==> src/assert_macros.svh <==
// Assertion macros shared by the RTL. They compile to nothing in synthesis.
`ifndef ASSERT_MACROS_SVH
`define ASSERT_MACROS_SVH

`ifndef SYNTHESIS

// The property must hold at every clock edge outside reset.
`define ASSERT_ALWAYS(label, clk, rst, prop) \
  label: assert property (@(posedge clk) disable iff (rst) (prop)) \
    else $error("assertion failed: label");

// Whenever the trigger holds, the consequence must hold in the next cycle.
`define ASSERT_NEXT(label, clk, rst, trig, cons) \
  label: assert property (@(posedge clk) disable iff (rst) (trig) |=> (cons)) \
    else $error("assertion failed: label");

`else

`define ASSERT_ALWAYS(label, clk, rst, prop)
`define ASSERT_NEXT(label, clk, rst, trig, cons)

`endif

`endif

==> src/iptv_pkg.sv <==
`timescale 1ns / 1ps

package iptv_pkg;

  localparam logic [7:0] CHR_ZERO  = 8'h30;
  localparam logic [7:0] CHR_NINE  = 8'h39;
  localparam logic [7:0] CHR_LC_A  = 8'h61;
  localparam logic [7:0] CHR_LC_F  = 8'h66;
  localparam logic [7:0] CHR_UC_A  = 8'h41;
  localparam logic [7:0] CHR_UC_F  = 8'h46;
  localparam logic [7:0] CHR_DOT   = 8'h2E;
  localparam logic [7:0] CHR_COLON = 8'h3A;

  localparam logic [11:0] OCTET_MAX     = 12'd255;
  localparam logic [1:0]  OCTET_DIGITS  = 2'd3;
  localparam logic [2:0]  DOTS_IN_QUAD  = 3'd3;
  localparam logic [2:0]  GROUP_DIGITS  = 3'd4;
  localparam logic [4:0]  GROUPS_MAX    = 5'd8;
  localparam logic [1:0]  TAIL_GROUPS   = 2'd2;

  localparam logic FAMILY_IPV4 = 1'b0;

  // Per-string parsing state.
  typedef struct packed {
    logic       failed;
    logic [7:0] octet_value;
    logic [1:0] octet_digit_count;
    logic       octet_leading_zero;
    logic [2:0] octets_seen;
    logic [2:0] hex_digit_count;
    logic [3:0] groups_before_elision;
    logic [3:0] groups_after_elision;
    logic       elision_seen;
    logic       previous_was_colon;
    logic       in_dotted_tail;
    logic       at_string_start;
  } str_state_t;

  localparam str_state_t STATE_RESET = '{
    failed:                1'b0,
    octet_value:           8'd0,
    octet_digit_count:     2'd0,
    octet_leading_zero:    1'b0,
    octets_seen:           3'd0,
    hex_digit_count:       3'd0,
    groups_before_elision: 4'd0,
    groups_after_elision:  4'd0,
    elision_seen:          1'b0,
    previous_was_colon:    1'b0,
    in_dotted_tail:        1'b0,
    at_string_start:       1'b1
  };

  // Control word from the register port to the datapath.
  typedef struct packed {
    logic family;
    logic clear;
  } cfg_ctrl_t;

  function automatic logic is_dec(input logic [7:0] c);
    return (c >= CHR_ZERO) && (c <= CHR_NINE);
  endfunction

  function automatic logic is_hex(input logic [7:0] c);
    return is_dec(c) || ((c >= CHR_LC_A) && (c <= CHR_LC_F)) ||
           ((c >= CHR_UC_A) && (c <= CHR_UC_F));
  endfunction

  // value * 10 + digit, with shifts and adds; only meaningful for a decimal digit.
  function automatic logic [11:0] dec_accum(input logic [7:0] value, input logic [7:0] c);
    logic [11:0] wide;
    wide = {4'd0, value};
    return (wide << 3) + (wide << 1) + {8'd0, c[3:0]};
  endfunction

endpackage

==> src/iptv_cfg.sv <==
`timescale 1ns / 1ps

module iptv_cfg (
  input  logic                clk,
  input  logic                rst,
  input  logic                psel,
  input  logic                penable,
  input  logic                pwrite,
  input  logic [1:0]          paddr,
  input  logic [31:0]         pwdata,
  output logic [31:0]         prdata,
  output logic                pready,
  output iptv_pkg::cfg_ctrl_t ctrl
);

  logic family;
  logic wr;

  assign pready = 1'b1;
  // Only one register: every byte address of the word selects it.
  assign wr     = psel && penable && pwrite && pready;

  always_ff @(posedge clk) begin
    if (rst) begin
      family <= iptv_pkg::FAMILY_IPV4;
    end else if (wr) begin
      family <= pwdata[0];
    end
  end

  always_comb begin
    prdata = {31'd0, family};
    if (paddr != 2'd0) begin
      prdata = {31'd0, family};
    end
  end

  assign ctrl.family = family;
  assign ctrl.clear  = wr;

endmodule

==> src/iptv_step.sv <==
`timescale 1ns / 1ps

module iptv_step (
  input  iptv_pkg::str_state_t state,
  input  logic                 family,
  input  logic [7:0]           text_byte,
  input  logic                 last,
  input  logic                 empty,
  output iptv_pkg::str_state_t state_next,
  output logic                 valid_word
);

  function automatic iptv_pkg::str_state_t dotted_byte(input iptv_pkg::str_state_t s,
                                                       input logic [7:0] c);
    iptv_pkg::str_state_t r;
    logic [11:0]          v;
    r = s;
    v = iptv_pkg::dec_accum(s.octet_value, c);
    if (iptv_pkg::is_dec(c)) begin
      if (s.octet_digit_count == iptv_pkg::OCTET_DIGITS ||
          (s.octet_digit_count != 2'd0 && s.octet_leading_zero) ||
          v > iptv_pkg::OCTET_MAX) begin
        r.failed = 1'b1;
      end else begin
        if (s.octet_digit_count == 2'd0) begin
          r.octet_leading_zero = (c == iptv_pkg::CHR_ZERO);
        end
        r.octet_value       = v[7:0];
        r.octet_digit_count = s.octet_digit_count + 2'd1;
      end
    end else if (c == iptv_pkg::CHR_DOT) begin
      if (s.octet_digit_count == 2'd0 || s.octets_seen >= iptv_pkg::DOTS_IN_QUAD) begin
        r.failed = 1'b1;
      end else begin
        r.octets_seen        = s.octets_seen + 3'd1;
        r.octet_value        = 8'd0;
        r.octet_digit_count  = 2'd0;
        r.octet_leading_zero = 1'b0;
      end
    end else begin
      r.failed = 1'b1;
    end
    return r;
  endfunction

  function automatic iptv_pkg::str_state_t v6_byte(input iptv_pkg::str_state_t s,
                                                   input logic [7:0] c);
    iptv_pkg::str_state_t r;
    logic [11:0]          v;
    logic [4:0]           side;
    r    = s;
    v    = iptv_pkg::dec_accum(s.octet_value, c);
    side = {1'b0, s.elision_seen ? s.groups_after_elision : s.groups_before_elision} + 5'd1;
    if (s.in_dotted_tail) begin
      r = dotted_byte(s, c);
    end else if (c == iptv_pkg::CHR_COLON) begin
      if (s.previous_was_colon) begin
        if (s.elision_seen) begin
          r.failed = 1'b1;
        end
        r.elision_seen = 1'b1;
      end else if (!s.at_string_start) begin
        if (s.hex_digit_count == 3'd0 || side > iptv_pkg::GROUPS_MAX) begin
          r.failed = 1'b1;
        end else if (s.elision_seen) begin
          r.groups_after_elision = side[3:0];
        end else begin
          r.groups_before_elision = side[3:0];
        end
      end
      r.previous_was_colon = 1'b1;
      r.hex_digit_count    = 3'd0;
      r.octet_value        = 8'd0;
      r.octet_digit_count  = 2'd0;
      r.octet_leading_zero = 1'b0;
    end else if (s.previous_was_colon && !s.elision_seen && s.groups_before_elision == 4'd0) begin
      // A single colon opening the string.
      r.failed = 1'b1;
    end else begin
      r.previous_was_colon = 1'b0;
      if (c == iptv_pkg::CHR_DOT) begin
        if (s.hex_digit_count == 3'd0 || {1'b0, s.octet_digit_count} != s.hex_digit_count ||
            (s.octet_leading_zero && s.octet_digit_count > 2'd1)) begin
          r.failed = 1'b1;
        end else begin
          r.in_dotted_tail     = 1'b1;
          r.octets_seen        = 3'd1;
          r.octet_value        = 8'd0;
          r.octet_digit_count  = 2'd0;
          r.octet_leading_zero = 1'b0;
        end
      end else if (!iptv_pkg::is_hex(c) || s.hex_digit_count >= iptv_pkg::GROUP_DIGITS) begin
        r.failed = 1'b1;
      end else begin
        // The octet fields shadow the group while it still reads as a decimal octet.
        if (iptv_pkg::is_dec(c) && {1'b0, s.octet_digit_count} == s.hex_digit_count &&
            s.octet_digit_count < iptv_pkg::OCTET_DIGITS && v <= iptv_pkg::OCTET_MAX) begin
          if (s.octet_digit_count == 2'd0) begin
            r.octet_leading_zero = (c == iptv_pkg::CHR_ZERO);
          end
          r.octet_value       = v[7:0];
          r.octet_digit_count = s.octet_digit_count + 2'd1;
        end
        r.hex_digit_count = s.hex_digit_count + 3'd1;
      end
    end
    return r;
  endfunction

  iptv_pkg::str_state_t n;
  logic [1:0]           add_count;
  logic                 shape_ok;
  logic [4:0]           side_sum;
  logic [3:0]           gb_final;
  logic [3:0]           ga_final;
  logic [4:0]           total;
  logic                 v4_ok;
  logic                 v6_ok;

  always_comb begin
    n = state;
    if (!state.failed) begin
      if (family == iptv_pkg::FAMILY_IPV4) begin
        n = dotted_byte(state, text_byte);
      end else begin
        n = v6_byte(state, text_byte);
      end
    end
    n.at_string_start = 1'b0;
  end

  // Closing checks for a string that ends with this byte.
  always_comb begin
    add_count = 2'd0;
    shape_ok  = 1'b1;
    if (n.previous_was_colon) begin
      shape_ok = n.elision_seen && n.groups_after_elision == 4'd0 && n.hex_digit_count == 3'd0;
    end else if (n.in_dotted_tail) begin
      shape_ok  = n.octet_digit_count != 2'd0 && n.octets_seen == iptv_pkg::DOTS_IN_QUAD;
      add_count = iptv_pkg::TAIL_GROUPS;
    end else begin
      shape_ok  = n.hex_digit_count != 3'd0;
      add_count = 2'd1;
    end
    side_sum = {1'b0, n.elision_seen ? n.groups_after_elision : n.groups_before_elision} +
               {3'd0, add_count};
    gb_final = n.elision_seen ? n.groups_before_elision : side_sum[3:0];
    ga_final = n.elision_seen ? side_sum[3:0] : n.groups_after_elision;
    total    = {1'b0, gb_final} + {1'b0, ga_final};
    v4_ok    = n.octet_digit_count != 2'd0 && n.octets_seen == iptv_pkg::DOTS_IN_QUAD;
    v6_ok    = shape_ok && side_sum <= iptv_pkg::GROUPS_MAX &&
               (n.elision_seen ? (total < iptv_pkg::GROUPS_MAX)
                               : ({1'b0, gb_final} == iptv_pkg::GROUPS_MAX));
  end

  always_comb begin
    valid_word = 1'b0;
    state_next = n;
    if (empty) begin
      state_next = iptv_pkg::STATE_RESET;
    end else if (last) begin
      valid_word = !n.failed && ((family == iptv_pkg::FAMILY_IPV4) ? v4_ok : v6_ok);
      state_next = iptv_pkg::STATE_RESET;
    end
  end

endmodule

==> src/ip_address_text_validator.sv <==
`timescale 1ns / 1ps
// Streaming validator for IPv4 or IPv6 address text, one character byte per input word.
// A string ends with a word that has end_of_string or empty_string set, and only that word
// produces an output word carrying address_valid. The block takes one byte every cycle while
// in_ready is high: a byte goes into an input register and is checked there against the
// per-string state, and a terminating byte moves its verdict on into the output
// register, which raises out_valid. in_ready drops only while the output register
// holds an untaken result and the registered byte would produce another. The address_family
// register (offset 0) selects IPv4 (0) or IPv6 (1); writing it also abandons any string in
// progress, so write it only while the block is idle.
`include "assert_macros.svh"

module ip_address_text_validator (
  input  logic        clk,
  input  logic        rst,
  input  logic        psel,
  input  logic        penable,
  input  logic        pwrite,
  input  logic [1:0]  paddr,
  input  logic [31:0] pwdata,
  output logic [31:0] prdata,
  output logic        pready,
  input  logic        in_valid,
  output logic        in_ready,
  input  logic [7:0]  text_byte,
  input  logic        end_of_string,
  input  logic        empty_string,
  output logic        out_valid,
  input  logic        out_ready,
  output logic        address_valid
);

  iptv_pkg::cfg_ctrl_t  ctrl;
  iptv_pkg::str_state_t st;
  iptv_pkg::str_state_t st_next;

  logic       s1_valid;
  logic [7:0] s1_byte;
  logic       s1_last;
  logic       s1_empty;
  logic       s1_res;
  logic       s1_go;
  logic       step_valid;

  iptv_cfg u_cfg (
    .clk     (clk),
    .rst     (rst),
    .psel    (psel),
    .penable (penable),
    .pwrite  (pwrite),
    .paddr   (paddr),
    .pwdata  (pwdata),
    .prdata  (prdata),
    .pready  (pready),
    .ctrl    (ctrl)
  );

  iptv_step u_step (
    .state      (st),
    .family     (ctrl.family),
    .text_byte  (s1_byte),
    .last       (s1_last),
    .empty      (s1_empty),
    .state_next (st_next),
    .valid_word (step_valid)
  );

  assign s1_res   = s1_last || s1_empty;
  // A word that produces no result always moves on; one that does needs a free output slot.
  assign s1_go    = s1_valid && (!s1_res || !out_valid || out_ready);
  assign in_ready = !s1_valid || s1_go;

  always_ff @(posedge clk) begin
    if (rst) begin
      s1_valid <= 1'b0;
    end else if (in_ready) begin
      s1_valid <= in_valid;
    end
  end

  always_ff @(posedge clk) begin
    if (in_valid && in_ready) begin
      s1_byte  <= text_byte;
      s1_last  <= end_of_string;
      s1_empty <= empty_string;
    end
  end

  always_ff @(posedge clk) begin
    if (rst || ctrl.clear) begin
      st <= iptv_pkg::STATE_RESET;
    end else if (s1_go) begin
      st <= st_next;
    end
  end

  always_ff @(posedge clk) begin
    if (rst) begin
      out_valid <= 1'b0;
    end else if (s1_go && s1_res) begin
      out_valid <= 1'b1;
    end else if (out_ready) begin
      out_valid <= 1'b0;
    end
  end

  always_ff @(posedge clk) begin
    if (s1_go && s1_res) begin
      address_valid <= step_valid;
    end
  end

  `ASSERT_NEXT(a_result_loaded, clk, rst, s1_go && s1_res, out_valid)
  `ASSERT_NEXT(a_state_cleared, clk, rst, s1_go && s1_res, st.at_string_start && !st.failed)
  `ASSERT_NEXT(a_empty_invalid, clk, rst, s1_go && s1_empty, !address_valid)
  `ASSERT_ALWAYS(a_no_overwrite, clk, rst, !(out_valid && !out_ready && s1_go && s1_res))

endmodule
==> config.mk <==
export PLATFORM = sky130hd
export DESIGN_NAME = ip_address_text_validator
export DESIGN_NICKNAME = d
export VERILOG_FILES = /design/src/iptv_pkg.sv /design/src/iptv_cfg.sv /design/src/iptv_step.sv /design/src/ip_address_text_validator.sv
export VERILOG_INCLUDE_DIRS = /design/src /design/src/src
export SDC_FILE = /design/constraint.sdc
export NUM_CORES = 1
export LEC_CHECK = 0
export BUFFER_PORTS_ARGS = -buffer_cell sky130_fd_sc_hd__buf_2
export CORE_UTILIZATION = 60
export CTS_BUF_LIST = sky130_fd_sc_hd__clkbuf_2
export DETAILED_ROUTE_END_ITERATION = 16
export HOLD_SLACK_MARGIN = 0.06
export PLACE_DENSITY = 0.86
export SLEW_MARGIN = 20
export SYNTH_ARGS = -nofsm -noshare
export SYNTH_HDL_FRONTEND = slang
export SYNTH_HIERARCHICAL = 1
export SYNTH_SLANG_ARGS = --single-unit
export TNS_END_PERCENT = 5
==> constraint.sdc <==
create_clock -name clk -period 12.8 [get_ports clk]
set_clock_uncertainty 0.05 [all_clocks]
set_input_delay 1.28 -clock clk [delete_from_list [all_inputs] [get_ports clk]]
set_output_delay 1.28 -clock clk [all_outputs]
set_load 0.01 [all_outputs]
==> results of run 1 <==
==> kinds of logic (layout without fill, tap and decap cells) <==
group                      Yosys count  count (layout)  synth area share
and+or+nand+nor                    205             205             0.243
adders and majority gates           31              31            0.0972
DFF                                 44              44             0.235
xor gates and xnor gates            16              16            0.0332
AOI/OAI and AO/OA                  112             112             0.181
muxes                               39              39            0.0931
other                                2              32           0.00178
buffers and inverters               82              54             0.116
==> Yosys cell counts (all sizes together), types with 8 or more instances <==
library cell  number
buf               43
nor2              47
inv               24
dfxtp             33
a211oi             8
a21oi             26
edfxtp            11
clkbuf            15
nor3              11
a22oi              8
nand2             86
o21ai             22
mux2i             37
ha                28
xnor2              9
==> registers in the layout (all words and copies together) (netlist names) <==
name,cells
s1_last,1
u_cfg/family,1
s1_empty,1
s1_byte,8
s1_valid,1
st,30
out_valid,1
address_valid,1
==> per-layer routing <==
metal | wire (um) | share of wire | vias up | track usage
li1 | - | - | 1817 | -
met1 | 4030 | 0.44 | 1703 | 0.326
met4 | 124 | 0.014 | 0 | 0.0758
met5 | 0 | 0 | - | 0
met3 | 677 | 0.074 | 21 | 0.0346
met2 | 4310 | 0.47 | 206 | 0.436
==> worst reg2reg max path, delay by kind of cell, from the launching register on <==
family / cells / cell delay, ns
AOI/OAI and AO/OA: 11 / 2.06
xor gates and xnor gates: 1 / 0.22
adders and majority gates: 2 / 0.55
DFF: 1 / 0.58
and+or+nand+nor: 5 / 1.73
==> layout make-up <==
type	count	area [sq um]
sequential	44	991
clock inverter	3	47.5
clock buffer	5	25.0
multi-input combinational	435	2860
inverter	24	90.1
fill	545	2530
timing repair buffer	22	125
tap	96	120
==> stage by stage <==
| step | std cells | worst slack (ns) | hold WS, ns | util |
|---|---|---|---|---|
| after global routing | 629 | 7.12 | 0.488 | 0.627 |
| after CTS | 628 | 7.09 | 0.460 | 0.623 |
| final | 629 | 7.44 | 0.461 | 0.627 |
| after floorplan | 561 | 8.29 | 0.384 | - |
| after detailed placement | 620 | 7.14 | 0.435 | 0.613 |
| after global placement | 620 | 7.35 | 0.425 | 0.613 |
==> power groups by stage <==
stage | Clock (W) | Combinational [W] | Sequential (W)
4_1_cts | 0.0000866 | 0.0000304 | 0.000149
6_report | 0.0000854 | 0.0000317 | 0.000149
3_3_place_gp | 0 | 0.0000297 | 0.000151
5_1_grt | 0.0000907 | 0.0000347 | 0.000150
3_5_place_dp | 0 | 0.0000304 | 0.000152
2_1_floorplan | 0 | 0.0000334 | 0.000151
==> path summary, 6_finish.rpt <==
check,cells after the start,endpoint
hold reg to reg,2,st[5]
setup / recovery,19,address_valid
hold / removal,2,st[5]
setup reg to reg,19,address_valid
==> flow_summary.yaml, run 1 <==
outcome:
  status: "finished, final reports clean"
clock_tree:
  cts_tree: "built"
  cts_made_buffers: 5
  clk_latency_ns: 0.46
  post-cts-setup-buffer-count: 0
  cts_hold_buf: 0
  path_clk_slew_ns: 0.26
  root_buffer: "clkbuf_2"
  post_cts_resize_count: 0
  ctsLongestPathBuffers: 2
  htree_levels: 2
  clkSinkCount: 44
finish:
  area_growth_pct: 0.919
  nets: 614
  fin_area_sq_um: 4260
  antenna_cells: 0
  layout_common_cells: "nand2_1 (85), nor2_1 (45), mux2i_1 (37), dfxtp_1 (33), conb_1 (32)"
  final_common_cell: "nand2_1"
  drive_gt1_frac: 0.103
worst_hold_path:
  hold_class: "flip-flop to flip-flop"
  hp-start: "st[5]"
die:
  boundaryPins: 87
  initial_core_util: 0.621
  die_y_um: 85.9
  num_rows: 30
  dieArea_sq_um: 7370
  fp.coreArea_sq_um: 6790
  die_w_um: 85.9
critical_path:
  path_max_fanout: 11
  cp-start-kind: "flip-flop"
  cp-startpoint: "u_cfg/family"
  slowest_stage: "nor3b_2"
  path_class: "flip-flop to flip-flop"
  crit_chain: "nor3b_2 > nand3_1 > nor4_4 > o21ai_0 > o211a_1 > a31oi_1 > o21a_1 > ha_1 > a21oi_1 > nor2b_1 > xnor2_1 > nand2_1 > a21boi_0 > ha_1 > a2111oi_0 > o21ai_0 > a2bb2oi_1 > o2111ai_1 > a221oi_2"
  crit_buf_inv: 0
  end_kind: "flip-flop"
  rr_startpoint: "u_cfg/family"
  critPathMaxStageDelay_ns: 0.61
  crit_arrival_ns: 5.60
  reg2reg_slack_ns: 7.44
  required_ns: 13.04
  path_delay_family: "compound AO/OA/AOI/OAI gates"
power:
  powerDensity_nw_per_um2: 62.5
  p_clk_frac: 0.321
  p_sw_w: 0.0000759
  switching_share: 0.285
  ir_worst_vdd_mv: 0.0590
  p_leak_nw: 1.73
  internal-power_w: 0.000190
  p_seq_frac: 0.560
  combPwrFrac: 0.119
  finalPower_w: 0.000266
global_route:
  antenna_found_initial: 0
  overflow: 0
  grt_start_max_net_pins: 60
  grt_first_pass_wirelength_um: 15100
  first_global_vias: 3323
  grt.total_usage: 0.252
synthesis:
  synthCells: 531
  yosysTopAreaCell: "dfxtp_1"
  yosysSeqAreaShare: 0.235
  synth_warnings: 6
  ys_ff_latch: 44
  avgSynthCellArea_sq_um: 7.95
  synthTopCellsByArea: "dfxtp_1 (16%), mux2i_1 (8.8%), ha_1 (8.3%)"
  synthArstFlopShare: 0
  synth_top_area_share: 0.157
  synth_area_sq_um: 4220
  synth.distinct_cells: 72
  synth_ff_type: "dfxtp_1"
  synth-edff-count: 11
detailed_routing:
  post_drt_wl_per_cell_um: 14.5
  routed-via-count: 3747
  first_pass_iters: 6
  postRouteAntennaNets: 0
  viasPerCell: 5.96
  wl_um: 9150
  drt_iter0_drc: 256
  drc: 0
placed_design:
  io_buffers: 21
  placed_area_sq_um: 4160
  gp_congestion: 0.952
  place_hpwl_um: 6600
sta:
  min_period_over_period: 0.419
  rsz0062_at_grt: "no"
  fmax_ghz: 0.187
  max_slew_margin: 0.332
  setup_viol: 0
  hold_violations: 0
  tns_ns: 0
  finalMaxSlewViolations: 0
  fin_crit_ns: 5.36
  tightest_slew_ns: 1.00
job:
  drv_cap: 0
No activity file was read; power rests on OpenSTA's default activity.
==> run 2: changes to the inputs <==
- CORE_UTILIZATION: 60 -> 58
- PLACE_DENSITY: 0.86 -> 0.84
- clock period: 12.8 -> 5.5 ns (I/O delays scaled with it)
==> run 2 against run 1 <==
Net effect:
- cell count rose by 0.32%
- worst setup slack worse by 7.1 ns
- register-to-register slack got worse by 7.1 ns
- sequential share of layout area is 0.12 points lower
- worst hold slack worse by 0.25 ns
- non-clock buffer count up 2
- design area rose by 0.50%
- via count is 0.80% lower
- clock power is 120% higher
- count of clock-buffer cells in the layout unchanged
- power grew 130%
- core utilization is 0.71 points lower
==> flow_summary.yaml, run 2 (synthesis results as in run 1) <==
finish:
  drive_gt1_frac: 0.108
  layout_common_cells: "nand2_1 (85), nor2_1 (45), mux2i_1 (37), dfxtp_1 (33), conb_1 (32)"
  fin_area_sq_um: 4280
  largest_reg_flops: 30
  antenna_cells: 0
  regMostFlops: "st"
  largestRegisters: "st: 30 flops, s1_byte: 8 flops"
  fill_cells: 618
  layout.cells.non_filler: 631
  utilization: 0.620
  nets: 616
  final_common_cell: "nand2_1"
  area_growth_pct: 1.42
detailed_routing:
  met2_length_um: 4230
  drc: 0
  highest_layer: "met4"
  post_drt_wl_per_cell_um: 14.6
  drt_iter0_drc: 316
  m1WireLength_um: 4290
  first_pass_iters: 5
  wl_met3_um: 539
  postRouteAntennaNets: 0
  routed-via-count: 3717
  viasPerCell: 5.89
  wl_um: 9200
critical_path:
  cp-start-kind: "flip-flop"
  crit_arrival_ns: 5.42
  path_class: "flip-flop to flip-flop"
  end_kind: "flip-flop"
  path_max_fanout: 16
  required_ns: 5.73
placed_design:
  dp_cells: 622
  io_buffers: 21
  placed_area_sq_um: 4180
  place_hpwl_um: 6730
  gp_congestion: 0.974
global_route:
  first_global_vias: 3271
  grt.total_usage: 0.252
  grt_first_pass_wirelength_um: 15200
  antenna_found_initial: 0
  overflow: 0
  grt_start_max_net_pins: 60
worst_hold_path:
  hold_class: "input pin to flip-flop"
clock_tree:
  root_buffer: "clkbuf_2"
  clk_latency_ns: 0.44
  htree_levels: 2
  cts_tree: "built"
  clkSinkCount: 44
  cts_made_buffers: 5
  post-cts-setup-buffer-count: 0
  cts_hold_buf: 0
  path_clk_slew_ns: 0.26
  ctsLongestPathBuffers: 2
die:
  boundaryPins: 87
  num_rows: 30
  initial_core_util: 0.611
  dieArea_sq_um: 7620
  fp.coreArea_sq_um: 6910
  die_w_um: 87.3
  die_y_um: 87.3
sta:
  tightest_slew_ns: 1.02
  min_period_over_period: 0.943
  max_slew_margin: 0.317
  fmax_ghz: 0.193
  rsz0062_at_grt: "no"
  fin_crit_ns: 5.19
  setup_viol: 0
  hold_violations: 0
  finalMaxSlewViolations: 0
  tns_ns: 0
power:
  ir_worst_vdd_mv: 0.137
  combPwrFrac: 0.123
  switching_share: 0.281
  p_sw_w: 0.000173
  p_seq_frac: 0.565
  finalPower_w: 0.000614
  powerDensity_nw_per_um2: 143
  internal-power_w: 0.000441
  p_leak_nw: 1.74
  p_clk_frac: 0.312
outcome:
  status: "finished, final reports clean"
job:
  drv_cap: 0
-- run 2: routing by layer --
| metal | vias to the layer above | global-route usage |
|---|---|---|
| met5 | - | 0 |
| met4 | 0 | 0.0626 |
| met3 | 16 | 0.0351 |
| met2 | 164 | 0.412 |
| met1 | 1715 | 0.349 |
| li1 | 1822 | - |
-- run 2: power groups by stage --
stage / Combinational [W] / Sequential [W] / Clock (W)
2_1_floorplan: 0.0000777 / 0.000350 / 0
3_3_place_gp: 0.0000702 / 0.000352 / 0
3_5_place_dp: 0.0000716 / 0.000353 / 0
4_1_cts: 0.0000719 / 0.000347 / 0.000193
5_1_grt: 0.0000839 / 0.000348 / 0.000205
6_report: 0.0000756 / 0.000347 / 0.000191
-- run 2: through the flow --
step,hold slack (ns),setup slack [ns]
floorplan,0.384,0.993
global placement,0.421,0.510
detailed placement,0.432,0.400
CTS,0.212,0.374
global route,0.185,0.0221
finish,0.213,0.313
-- run 2: final timing paths --
check          startpoint            end  slack (ns)  cells past startpoint
max                st[29]  address_valid        0.31                     19
min          text_byte[6]     s1_byte[6]        0.21                      1
max reg2reg        st[29]  address_valid        0.31                     19
min reg2reg         st[5]          st[5]        0.46                      2
-- run 2: area by class of cell --
cell class / count / area [sq um] / area share
multi-input combinational: 435 / 2860 / 0.669
sequential: 44 / 991 / 0.232
timing repair buffer: 24 / 148 / 0.0345
tap: 96 / 120 / 0.0281
inverter: 24 / 90.1 / 0.0210
clock inverter: 3 / 42.5 / 0.00994
clock buffer: 5 / 25.0 / 0.00585
-- run 2: critical path, cell delays in order, from the launching register on --
cell and delay (ns):
dfxtp_1 0.56, nor3b_1 0.30, buf_4 0.22, nand3_1 0.31, nor4_4 0.49, xnor2_1 0.11, nand2_1 0.07, o21ai_0 0.08
o21ai_0 0.25, ha_1 0.21, inv_1 0.06, fa_1 0.42, xor2_1 0.20, o21ai_0 0.21, ha_1 0.27, a2111oi_0 0.38
o21ai_0 0.18, a2bb2oi_1 0.22, o2111ai_1 0.17, a221oi_2 0.29
-- run 2: what timing repair did --
action	4_1_cts	5_1_grt
gates resized for setup	0	2
hold endpoints to repair	0	0
setup endpoints to repair	0	1
==> run 3: changes to the inputs <==
- CORE_ASPECT_RATIO: default -> 0.9
==> run 3 against run 2 <==
Net effect:
- die area about the same
- cell count increased by 0.16%
- critical path depth unchanged
- worst setup slack improved by 0.030 ns
- register-to-register slack improved by 0.03 ns
==> flow_summary.yaml, run 3 (synthesis results as in run 1) <==
die:
  dieArea_sq_um: 7620
  num_rows: 29
  fp.coreArea_sq_um: 7040
  boundaryPins: 87
  die_y_um: 82.9
  initial_core_util: 0.600
  die_w_um: 91.9
finish:
  layout_common_cells: "nand2_1 (85), nor2_1 (45), mux2i_1 (37), dfxtp_1 (33), conb_1 (32)"
  regMostFlops: "st"
  drive_gt1_frac: 0.111
  final_common_cell: "nand2_1"
  nets: 620
  area_growth_pct: 1.93
  fin_area_sq_um: 4300
  layout.cells.non_filler: 632
  antenna_cells: 0
  largest_reg_flops: 30
  largestRegisters: "st: 30 flops, s1_byte: 8 flops"
global_route:
  grt_first_pass_wirelength_um: 15600
  met2_usage: 0.410
  grt.total_usage: 0.251
  busiest_layer: "met2"
  grtUsageMet1: 0.333
  grt_util_met3: 0.0467
  antenna_found_initial: 0
  grt_start_max_net_pins: 60
  overflow: 0
  first_global_vias: 3417
clock_tree:
  clk_latency_ns: 0.41
  root_buffer: "clkbuf_2"
  htree_levels: 2
  clkSinkCount: 44
  cts_made_buffers: 5
  ctsLongestPathBuffers: 2
  cts_tree: "built"
  path_clk_slew_ns: 0.22
power:
  finalPower_w: 0.000610
  p_leak_nw: 1.76
  powerDensity_nw_per_um2: 142
  ir_worst_vdd_mv: 0.153
detailed_routing:
  first_pass_iters: 5
  drc: 0
  drt_iter0_drc: 388
  postRouteAntennaNets: 0
  viasPerCell: 5.97
  post_drt_wl_per_cell_um: 14.5
  routed-via-count: 3774
  wl_um: 9170
placed_design:
  io_buffers: 21
  place_hpwl_um: 6670
  placed_area_sq_um: 4180
  dp_cells: 620
  gp_congestion: 0.924
critical_path:
  end_kind: "flip-flop"
  path_max_fanout: 16
  ff2ff_path_depth: 19
  cp-start-kind: "flip-flop"
  crit_arrival_ns: 5.35
  required_ns: 5.69
  reg2reg_slack_ns: 0.34
  r2r_end: "address_valid"
  rr_startpoint: "st[29]"
  path_class: "flip-flop to flip-flop"
worst_hold_path:
  hold_class: "input pin to flip-flop"
  hp-start: "text_byte[2]"
  whs_endpoint: "s1_byte[2]"
  min_path_cells: 1
sta:
  fin_crit_ns: 5.16
  finalMaxSlewViolations: 0
  fmax_ghz: 0.194
  tightest_slew_ns: 0.992
  hold_violations: 0
  max_slew_margin: 0.339
  setup_viol: 0
  min_period_over_period: 0.938
outcome:
  status: "finished, final reports clean"
job:
  drv_cap: 0
## run 3: power by group
part	internal, W	switching, W
Combinational	0.0000262	0.0000502
Clock	0.0000764	0.000111
Sequential	0.000339	0.00000679
## run 3: metal layers
layer	part of all wire	routed length, um
met4	0.016	146
met5	0	0
met3	0.072	663
met1	0.45	4150
met2	0.46	4210
## run 3: timing repair
item                                    CTS  global route
resized for setup                         0             1
endpoints found under the hold margin     0             0
hold buffers                              0             0
setup buffers                             0             3
endpoints found under the setup margin    0             1
## run 3: worst max-delay path by stage
stage	startpoint	to	slack, ns
3_3_place_gp	s1_byte[0]	address_valid	0.58
2_1_floorplan	s1_byte[0]	address_valid	0.99
3_5_place_dp	s1_byte[0]	address_valid	0.34
5_1_grt	s1_byte[0]	address_valid	-0.003
6_report	st[29]	address_valid	0.34
4_1_cts	s1_byte[0]	address_valid	0.29
## run 3: critical path, cell delays in order, from the launching register on
cell and delay (ns):
dfxtp_1 0.56, nor3b_1 0.27, buf_4 0.21, nand3_1 0.32
nor4_4 0.42, xnor2_1 0.12, nand2_1 0.07, o21ai_0 0.09
o21ai_0 0.31, ha_1 0.26, inv_1 0.06, fa_1 0.41
xor2_1 0.28, o21ai_0 0.13, ha_1 0.32, a2111oi_0 0.36
o21ai_0 0.16, a2bb2oi_1 0.18, o2111ai_1 0.14, a221oi_2 0.28
## run 3: cell type report
cell class                      count  area (sq um)
Clock buffer                        5          25.0
Timing Repair Buffer               28           178
Fill cell                         625          2740
Multi-Input combinational cell    435          2860
Clock inverter                      3          42.5
Tap cell                           93           116
Sequential cell                    44           991
Inverter                           24          90.1
## run 3: metrics by stage
stage / util / TNS [ns] / worst slack [ns] / hold WS [ns]
floorplan: - / 0 / 0.993 / 0.384
global placement: 0.594 / 0 / 0.579 / 0.423
detailed placement: 0.594 / 0 / 0.339 / 0.429
CTS: 0.603 / 0 / 0.288 / 0.227
global route: 0.611 / -0.00330 / -0.00330 / 0.197
finish: 0.611 / 0 / 0.343 / 0.256
